--- config.mk ---
export PLATFORM = sky130hd
export DESIGN_NAME = led_eye_animation_sequencer
export DESIGN_NICKNAME = d
export VERILOG_FILES = /design/src/design/lea_pkg.sv /design/src/design/led_eye_animation_sequencer.sv
export SDC_FILE = /design/constraint.sdc
export NUM_CORES = 1
export LEC_CHECK = 0
export BUFFER_PORTS_ARGS = -buffer_cell sky130_fd_sc_hd__buf_2
export CAP_MARGIN = 25
export CORE_UTILIZATION = 35
export CTS_CLUSTER_SIZE = 24
export DETAILED_ROUTE_END_ITERATION = 10
export GPL_ROUTABILITY_DRIVEN = 0
export MAX_ROUTING_LAYER = met4
export SYNTH_ARGS = -nofsm -noshare
export SYNTH_HDL_FRONTEND = slang
export SYNTH_SLANG_ARGS = --single-unit
--- constraint.sdc ---
create_clock -name clock -period 6.5 [get_ports clock]
set_input_delay 0.325 -clock clock [delete_from_list [all_inputs] [get_ports clock]]
set_output_delay 0.325 -clock clock [all_outputs]
set_load 0.05 [all_outputs]
--- src/design/lea_pkg.sv ---
`timescale 1ns / 1ps

package lea_pkg;

   localparam int COL_W = 4;
   localparam int STEP_W = 3;
   localparam int DUR_W = 16;
   localparam int TIME_W = 32;
   localparam int CSR_INDEX_W = 3;

   typedef logic [COL_W-1:0] col_type;
   typedef logic [STEP_W-1:0] step_type;
   typedef logic [DUR_W-1:0] dur_type;
   typedef logic [TIME_W-1:0] time_type;
   typedef logic [7:0] pixels_type;

   localparam col_type LAST_COL = 4'd13;
   localparam col_type EYE_COLS = 4'd7;

   localparam step_type BLINK_LEN = 3'd5;
   localparam step_type LOOK_STEPS = 3'd4;

   typedef enum logic [CSR_INDEX_W-1:0] {
      REG_LONG_OPEN    = 3'd0,
      REG_BLINK_CLOSED = 3'd1,
      REG_SHORT_OPEN   = 3'd2,
      REG_LOOK_HOLD    = 3'd3,
      REG_CENTER_HOLD  = 3'd4
   } csr_index_type;

   localparam dur_type LONG_OPEN_RESET    = 16'd2000;
   localparam dur_type BLINK_CLOSED_RESET = 16'd100;
   localparam dur_type SHORT_OPEN_RESET   = 16'd150;
   localparam dur_type LOOK_HOLD_RESET    = 16'd500;
   localparam dur_type CENTER_HOLD_RESET  = 16'd200;

   localparam pixels_type CLOSED_BITS = 8'h08;
   localparam pixels_type PUPIL_UP    = 8'h0E;
   localparam pixels_type PUPIL_MID   = 8'h38;

   function automatic pixels_type oval_bits(input logic [2:0] e);
      pixels_type b;
      case (e)
         3'd0, 3'd6: b = 8'h3C;
         3'd1, 3'd5: b = 8'h42;
         default:    b = 8'h81;
      endcase
      return b;
   endfunction

   function automatic pixels_type column_pattern(input logic link, input step_type step,
                                                 input col_type col);
      col_type    e4;
      logic [2:0] e;
      logic [2:0] pc;
      pixels_type pat;
      pixels_type b;
      e4 = (col < EYE_COLS) ? col : col - EYE_COLS;
      e = e4[2:0];
      case (step[1:0])
         2'd0: begin
            pc = 3'd1;
            pat = PUPIL_UP;
         end
         2'd2: begin
            pc = 3'd4;
            pat = PUPIL_UP;
         end
         default: begin
            pc = 3'd2;
            pat = PUPIL_MID;
         end
      endcase
      if (!link && (step == 3'd1 || step == 3'd3)) begin
         b = CLOSED_BITS;
      end else begin
         b = oval_bits(e);
         if (link && e >= pc && e <= pc + 3'd2) begin
            b = b | pat;
         end
      end
      return b;
   endfunction

endpackage

--- src/design/led_eye_animation_sequencer.sv ---
// An accepted transaction is registered and then evaluated; a frame that it yields
// is registered once the output is free, and its first column then appears on rsp.
// Throughput: one transaction per cycle when no frame results; a frame occupies the
// output for 14 beats, the next frame-producing transaction waits for its last beat.
// Reset: synchronous, active high; clears state and loads the default durations.
`timescale 1ns / 1ps

module led_eye_animation_sequencer (
   input  logic                    clock,
   input  logic                    reset,
   input  logic                    req_valid,
   output logic                    req_ready,
   input  lea_pkg::time_type       req_now_ms,
   input  logic                    req_link_up,
   output logic                    rsp_valid,
   input  logic                    rsp_ready,
   output lea_pkg::col_type        rsp_column_index,
   output lea_pkg::pixels_type     rsp_column_bits,
   output logic                    rsp_frame_last,
   input  logic                    csr_valid,
   output logic                    csr_ready,
   input  logic [lea_pkg::CSR_INDEX_W-1:0] csr_index,
   input  lea_pkg::dur_type        csr_data
);
   import lea_pkg::*;

   dur_type long_open_ff, blink_closed_ff, short_open_ff, look_hold_ff, center_hold_ff;

   logic     in_valid_ff;
   time_type in_now_ff;
   logic     in_link_ff;

   time_type start_ff;
   step_type step_ff;
   logic     prev_link_ff;
   logic     known_ff;

   logic     em_valid_ff;
   logic     em_link_ff;
   step_type em_step_ff;
   col_type  col_ff;

   logic     changed;
   step_type len;
   step_type cur_step;
   step_type next_step;
   dur_type  dur;
   time_type elapsed;
   logic     expired;
   logic     need_emit;
   logic     emit_free;
   logic     eval_fire;
   logic     rsp_fire;

   assign csr_ready = 1'b1;

   always_comb begin
      changed = !known_ff || (in_link_ff != prev_link_ff);
      len = in_link_ff ? LOOK_STEPS : BLINK_LEN;
      cur_step = (step_ff < len) ? step_ff : 3'd0;
      if (in_link_ff) begin
         dur = (cur_step == 3'd1 || cur_step == 3'd3) ? center_hold_ff : look_hold_ff;
      end else begin
         case (cur_step)
            3'd1, 3'd3: dur = blink_closed_ff;
            3'd2:       dur = short_open_ff;
            default:    dur = long_open_ff;
         endcase
      end
      elapsed = in_now_ff - start_ff;
      expired = elapsed >= {{(TIME_W-DUR_W){1'b0}}, dur};
      next_step = (cur_step + 3'd1 >= len) ? 3'd0 : cur_step + 3'd1;
      need_emit = changed || expired;
      rsp_fire = em_valid_ff && rsp_ready;
      emit_free = !em_valid_ff || (rsp_ready && col_ff == LAST_COL);
      eval_fire = in_valid_ff && (!need_emit || emit_free);
      req_ready = !in_valid_ff || eval_fire;
   end

   assign rsp_valid = em_valid_ff;
   assign rsp_column_index = col_ff;
   assign rsp_column_bits = column_pattern(em_link_ff, em_step_ff, col_ff);
   assign rsp_frame_last = (col_ff == LAST_COL);

   always_ff @(posedge clock) begin
      if (reset) begin
         long_open_ff <= LONG_OPEN_RESET;
         blink_closed_ff <= BLINK_CLOSED_RESET;
         short_open_ff <= SHORT_OPEN_RESET;
         look_hold_ff <= LOOK_HOLD_RESET;
         center_hold_ff <= CENTER_HOLD_RESET;
      end else if (csr_valid) begin
         unique case (csr_index)
            REG_LONG_OPEN:    long_open_ff <= csr_data;
            REG_BLINK_CLOSED: blink_closed_ff <= csr_data;
            REG_SHORT_OPEN:   short_open_ff <= csr_data;
            REG_LOOK_HOLD:    look_hold_ff <= csr_data;
            REG_CENTER_HOLD:  center_hold_ff <= csr_data;
            default: ;
         endcase
      end
   end

   always_ff @(posedge clock) begin
      if (req_valid && req_ready) begin
         in_now_ff <= req_now_ms;
         in_link_ff <= req_link_up;
      end
      if (em_valid_ff == 1'b0 || emit_free) begin
         if (eval_fire && need_emit) begin
            em_link_ff <= in_link_ff;
            em_step_ff <= changed ? 3'd0 : next_step;
         end
      end
      if (reset) begin
         in_valid_ff <= 1'b0;
         start_ff <= '0;
         step_ff <= '0;
         prev_link_ff <= 1'b0;
         known_ff <= 1'b0;
         em_valid_ff <= 1'b0;
         col_ff <= '0;
      end else begin
         if (req_ready) begin
            in_valid_ff <= req_valid;
         end
         if (eval_fire && need_emit) begin
            start_ff <= in_now_ff;
            known_ff <= 1'b1;
            prev_link_ff <= in_link_ff;
            step_ff <= changed ? 3'd0 : next_step;
            em_valid_ff <= 1'b1;
            col_ff <= '0;
         end else if (rsp_fire) begin
            if (col_ff == LAST_COL) begin
               em_valid_ff <= 1'b0;
               col_ff <= '0;
            end else begin
               col_ff <= col_ff + 4'd1;
            end
         end
      end
   end

endmodule

==> out/results.tsv, run 1 <==
stage	metric	value	unit
status	status	finished clean	
floorplan	core_area	25980	sq um
worst_hold_path	min_path_cells	1	
worst_setup_path	regToRegSetupSlack	0.65	ns
floorplan	initial_utilization	35.56	%
clocking	tritoncts	done	
detailed_routing	post-route-drc-count	0	
clocking	numCtsBuffers	17	
clocking	clock-sinks	160	
worst_setup_path	r2r-end	in_now_ff[15]	
sta	min_period	5.939	ns
logic_synthesis	synth_edf_count	37	
layout	mostFrequentLayoutCell	nand2_1	
floorplan	die_w	164.5	um
global_routing	antenna_found_initial	0	
clocking	clkTransAtPathRegs	0.08	ns
logic_synthesis	synth_area_leaders	dfxtp_1 27%, edfxtp_1 12%, nand2_1 11%	
worst_setup_path	worstSetupPathType	reg -> out	
sta	worst_pin_slew	0.8153	ns
detailed_routing	drt-met1-wl	11070	um
place	port_buffers	71	
worst_setup_path	cp_num_buf_inv	3	
logic_synthesis	synth_seq_cells	160	
logic_synthesis	synth.largest_area_cell	dfxtp_1	
worst_setup_path	crit_arrival	5.61	ns
layout	seq_area	3573	sq um
floorplan	rows	59	
detailed_routing	wirelength	22790	um
worst_setup_path	cp_slowest_cell	or4_1	
clocking	cts_max_level	4	
worst_setup_path	critPathMaxStageDelay	0.62	ns
logic_synthesis	avgSynthCellArea	8.207	sq um
logic_synthesis	ys_seq_area_share	38.67	%
logic_synthesis	ys_types	66	
logic_synthesis	yosys_warnings	0	
pwr	power_switching_share	31.31	%
run	drv_cap	0	
logic_synthesis	syn_nets	1243	
pwr	ir_drop	0.0001782	V
logic_synthesis	synth_ff_type	dfxtp_1	
pwr	pwr-share-clk	40.1	%
detailed_routing	wl_met2	10480	um
pwr	power	2.562	mW
sta	finalSetupTns	0	ns
global_routing	grt_pass1_wl	37690	um
pwr	switchingPower	802.2	uW
detailed_routing	dr_wl_met3	913	um
place	dp_hpwl	16370	um
logic_synthesis	syn_area	9241	sq um
layout	multi_input_area	5224	sq um
sta	final_max_slew_viol_count	0	
worst_hold_path	hp-class	in -> reg	
detailed_routing	postRouteAntennaNets	0	
layout	fill_cells	2605	
worst_setup_path	crit_path_max_fanout	5	
clocking	clk_latency	0.44	ns
detailed_routing	vias	7802	
sta	fmax	168.4	MHz
sta	relSlewSlack	45.50	%
layout	num_antenna_cells	0	
detailed_routing	vias_per_cell	5.157	
global_routing	grt_max_degree	63	
worst_setup_path	crit_family	compound AO/OA/AOI/OAI gates	
pwr	leakagePower	4.115	nW
sta	hold_violations	0	
logic_synthesis	synth_top_cell_area_share	26.65	%
worst_setup_path	r2r_cells	22	
worst_setup_path	critPathLaunchType	flip-flop	
global_routing	grt_usage	18.15	%
worst_setup_path	critPathCaptureType	output port	
detailed_routing	top_layer	met4	
logic_synthesis	async_flop_share	0	%
sta	skew	0.01613	ns
global_routing	grt-ovfl-total	0	
clocking	cts_setup_buffers	0	
worst_hold_path	min_to	in_now_ff[14]	
layout	layout-drive-gt1-share	10.95	%
pwr	power_density	244.6	nW/um^2
layout	mostFrequentLayoutCells	262 x nand2_1, 123 x dfxtp_1, 107 x a21oi_1, 69 x buf_2, 64 x nand2b_1	
detailed_routing	first_iter_violations	600	
worst_setup_path	rr_startpoint	in_now_ff[0]	
detailed_routing	firstDrtPassIters	5	
clocking	clockRootBuffer	clkbuf_16	
floorplan	die_y	164.5	um
global_routing	grt_pass1_vias	7442	
pwr	p_int	1.760	mW
sta	rsz0062_at_grt	no	
layout	syn_to_final_growth	13.38	%
sta	finalCritPeriodShare	91.37	%
logic_synthesis	synthCells	1126	
detailed_routing	wire_per_inst	15.06	um
layout	final_nets	1282	
floorplan	ios	73	
clocking	cts_buffer_depth	2	
pwr	combPwrFrac	17.7	%
sta	timing.hold.ws	0.05497	ns
floorplan	dieArea	27060	sq um
worst_setup_path	required	6.17	ns
pwr	seqPwrFrac	42.2	%
worst_hold_path	hold_path_startpoint	req_now_ms[14]	
worst_setup_path	crit_chain	inv_1 -> ha_1 -> inv_1 -> fa_1 -> a21o_1 -> a221o_1 -> a21o_1 -> a21oi_1 -> o21ai_0 -> xor2_1 -> ha_1 -> a21oi_1 -> nand2_1 -> a211oi_1 -> o221ai_1 -> or3_1 -> nor4_1 -> nand4_1 -> or4_1 -> nand4_1 -> clkbuf_4	
sta	setup_viol_count_final	0	
## sequential cells by signal, indices dropped and copies added, names as in the netlist
name,count
look_hold_ff,16
known_ff,1
blink_closed_ff,16
prev_link_ff,1
in_now_ff,32
em_step_ff,3
rsp_valid,1
short_open_ff,16
em_link_ff,1
step_ff,3
rsp_column_index,4
long_open_ff,16
in_link_ff,1
center_hold_ff,16
in_valid_ff,1
start_ff,32
## layer usage
metal,track usage [%],vias to the layer above
li1,-,3978
met1,23.38,3628
met2,29.21,170
met3,2.888,26
met4,5.463,0
met5,-,-
## kinds of logic (layout without fill, tap and decap cells)
| kind of cell | after synthesis | after routing | synth area share, % |
|---|---|---|---|
| buf+inv | 108 | 160 | 4.806 |
| fa+ha+maj | 60 | 60 | 8.205 |
| flops | 160 | 160 | 38.67 |
| simple gates | 491 | 491 | 25.55 |
| xor+xnor | 23 | 23 | 2.180 |
| other cells | 1 | 1 | 0.04058 |
| compound gates | 247 | 247 | 16.63 |
| mux | 36 | 36 | 3.926 |
## stage by stage
stage               cell area, sq um  utilization [%]  setup WS [ns]  cells
finish                         10480            40.32         0.5607   1513
CTS                            10480            40.31         0.5111   1513
global placement                9834            37.85         0.7209   1480
floorplan                       9241                -         0.4015   1126
detailed placement              9854            37.92         0.6532   1481
global route                   10480            40.32       0.009856   1513
## worst max-delay path by stage
stage	start	to	slack, ns	cells after the start
after floorplan	in_now_ff[0]	in_link_ff	0.40	21
after global placement	in_now_ff[0]	in_now_ff[13]	0.72	22
after detailed placement	in_now_ff[0]	in_now_ff[14]	0.65	22
after CTS	in_now_ff[0]	req_ready	0.51	21
after global routing	in_now_ff[0]	req_ready	0.01	21
final	in_now_ff[0]	req_ready	0.56	21
## cells in the mapped netlist, drive strengths merged, types with 7 or more instances
master    n
and3      8
a31oi     8
nor2b    13
dfxtp   123
buf      12
inv      46
o211ai    9
nor2     31
nand3    32
nand4    15
xor2     13
a211oi   11
o21bai    7
a21o     21
nor3     16
a22oi    15
clkbuf   50
nand2b   64
nand3b   26
nand2   262
a21oi   107
ha       59
o21ai    40
edfxtp   37
mux2i    34
xnor2    10
## worst reg2reg max path: stages, from the launching register on
cell	delay, ns
edfxtp_1	0.36
inv_1	0.08
ha_1	0.17
inv_1	0.06
fa_1	0.40
a21o_1	0.19
a221o_1	0.40
a21o_1	0.20
a21oi_1	0.19
o21ai_0	0.13
xor2_1	0.17
ha_1	0.34
a21oi_1	0.15
nand2_1	0.07
a211oi_1	0.27
o221ai_1	0.15
or3_1	0.32
nor4_1	0.27
nand4_1	0.19
or4_1	0.62
nand4_1	0.18
and2_1	0.14
buf_4	0.41
## layout make-up
class | count | share of cell area (%)
timing repair buffer | 82 | 4.466
sequential | 160 | 34.11
clock inverter | 15 | 1.863
multi-input combinational | 858 | 49.86
inverter | 46 | 1.648
tap | 335 | 4.000
clock buffer | 17 | 4.060
## power groups by stage
stage	combinational [mW]	clock (mW)	sequential, mW
5_1_grt	0.510	1.09	1.09
6_report	0.453	1.03	1.08
4_1_cts	0.455	1.05	1.08
3_3_place_gp	0.444	0	1.10
3_5_place_dp	0.451	0	1.10
2_1_floorplan	0.335	0	1.10
## what timing repair did
item,in CTS,in global routing
hold endpoints to repair,0,0
gates resized for setup,0,1
setup endpoints to repair,0,1
hold buffers,0,0
(Power assumes the default switching activity.)
==> inputs of run 2 (changes only) <==
- BUFFER_PORTS_ARGS: -buffer_cell sky130_fd_sc_hd__buf_2 -> not set
- CAP_MARGIN: 25 -> 15
- DONT_BUFFER_PORTS: not set -> 1
- SLEW_MARGIN: not set -> 20
==> run 2 against run 1 <==
- worst hold slack got worse by 0.049 ns
- sequential power about the same
- non-clock buffer count decreased by 18
- via count increased by 0.47%
- combinational power about the same
- critical path depth unchanged
- design area increased by 1.9%
- register-to-register slack improved by 0.05 ns
- clock skew increased by 0.00055 ns
==> out/results.tsv, run 2 (synthesis gave the netlist of run 1 again) <==
stage	metric	value	unit
place	port_buffers	0	
sta	relSlewSlack	29.27	%
layout	mostFrequentLayoutCell	nand2_1	
detailed_routing	wirelength	24270	um
floorplan	initial_utilization	35.56	%
global_routing	grt_pass1_vias	7420	
clocking	clkTransAtPathRegs	0.08	ns
global_routing	grt_max_degree	70	
detailed_routing	vias	7839	
floorplan	ios	73	
global_routing	grt_pass1_wl	38920	um
place	dp_hpwl	16230	um
floorplan	die_w	164.5	um
clocking	cts_max_level	4	
layout	final_area	10680	sq um
global_routing	busiest_layer	met2	
worst_hold_path	hp-class	in -> reg	
global_routing	grt_usage	18.94	%
detailed_routing	post-route-drc-count	0	
worst_setup_path	required	6.17	ns
sta	hold_violations	0	
sta	setup_viol_count_final	0	
layout	seq_area	3573	sq um
detailed_routing	postRouteAntennaNets	0	
worst_setup_path	critPathLaunchType	flip-flop	
clocking	cts_buffer_depth	2	
worst_setup_path	r2r_cells	22	
worst_setup_path	crit_path_max_fanout	5	
layout	fill_cells	2625	
place	dp.cells	1408	
clocking	post_cts_resized	0	
detailed_routing	firstDrtPassIters	5	
sta	finalCritPeriodShare	90.44	%
detailed_routing	wire_per_inst	16.22	um
sta	fmax	170.1	MHz
sta	min_period	5.878	ns
detailed_routing	vias_per_cell	5.240	
floorplan	dieArea	27060	sq um
global_routing	grt-ovfl-total	0	
run	drv_cap	0	
layout	layout-drive-gt1-share	5.172	%
sta	finalSetupTns	0	ns
worst_setup_path	crit_arrival	5.55	ns
pwr	leakagePower	4.059	nW
clocking	clk_latency	0.45	ns
sta	final_max_slew_viol_count	0	
worst_hold_path	min_path_cells	2	
place	placed_area	9493	sq um
sta	setup_ws	0.6217	ns
pwr	ir_drop	0.0001908	V
global_routing	use_met2	29.94	%
layout	syn_to_final_growth	15.57	%
global_routing	grtUsageMet1	24.29	%
sta	rsz0062_at_grt	no	
global_routing	grt_util_met3	4.520	%
floorplan	core_area	25980	sq um
layout	multi_input_area	5243	sq um
clocking	tritoncts	done	
clocking	clock-sinks	160	
clocking	numCtsBuffers	17	
status	status	finished clean	
pwr	power_density	242.4	nW/um^2
clocking	cts_setup_buffers	0	
sta	skew	0.01668	ns
global_routing	antenna_found_initial	1	
place	dp_slack	0.6460	ns
layout	final_nets	1264	
detailed_routing	first_iter_violations	476	
floorplan	rows	59	
worst_setup_path	worstSetupPathType	reg -> out	
clocking	clockRootBuffer	clkbuf_16	
layout	top_regs	in_now_ff (32), start_ff (32)	
sta	worst_pin_slew	1.060	ns
layout	mostFrequentLayoutCells	262 x nand2_1, 123 x dfxtp_1, 106 x a21oi_1, 64 x nand2b_1, 59 x ha_1	
floorplan	die_y	164.5	um
worst_setup_path	critPathCaptureType	output port	
layout	stdcell_count	1496	
[run 2: where the power goes]
part	internal, mW	leakage [nW]	total (mW)	switching (mW)
clock network	0.557	0.302	1.05	0.492
logic	0.186	2.40	0.454	0.268
registers	1.06	1.36	1.09	0.0273
total	1.80	4.06	2.59	0.788
[run 2: timing repair]
item | in CTS | in global routing
endpoints found under the setup margin | 0 | 0
hold buffers | 51 | 4
hold endpoints to repair | 119 | 4
[run 2: path summary, 6_finish.rpt]
| path | from | end | slack [ns] |
|---|---|---|---|
| worst max-delay path | in_now_ff[0] | req_ready | 0.62 |
| worst min-delay path | csr_data[3] | short_open_ff[3] | 0.006 |
| worst max register to register | in_now_ff[0] | in_now_ff[2] | 0.70 |
| worst min register to register | long_open_ff[5] | long_open_ff[5] | 0.45 |
[run 2: cell type report]
cell class	instances	area share, %
clock inverters	15	1.722
clock buffers	17	3.983
well taps	335	3.925
inverters	46	1.617
flip-flops and latches	160	33.46
diodes	1	0.02343
multi-input cells	858	49.09
repair buffers	64	6.186
[run 2: per-stage QoR]
stage                     hold slack (ns)  utilization (%)  power, mW
final                            0.006144            41.10      2.589
after floorplan                    0.4239                -      1.435
after CTS                     0.000001860            40.91      2.611
after global placement             0.4179            36.53      1.510
after global routing             0.003305            41.10      2.711
after detailed placement           0.4189            36.53      1.517
[run 2: metal layers]
| metal | wire length (um) | part of all wire [%] |
|---|---|---|
| met3 | 1368 | 5.6 |
| met1 | 11340 | 47 |
| met2 | 11240 | 46 |
| met4 | 321 | 1.3 |
| met5 | 0 | 0 |
[run 2: critical path, cell delays in order (launching register included)]
cell,delay (ns)
edfxtp_1,0.36
inv_1,0.08
ha_1,0.19
inv_1,0.06
fa_1,0.39
a21o_1,0.19
a221o_1,0.39
a21o_1,0.20
a21oi_1,0.20
o21ai_0,0.13
xor2_1,0.18
ha_1,0.35
a21oi_1,0.15
nand2_1,0.07
a211oi_1,0.24
o221ai_1,0.16
or3_1,0.32
nor4_1,0.26
nand4_1,0.19
or4_1,0.62
nand4_1,0.16
buf_4,0.23
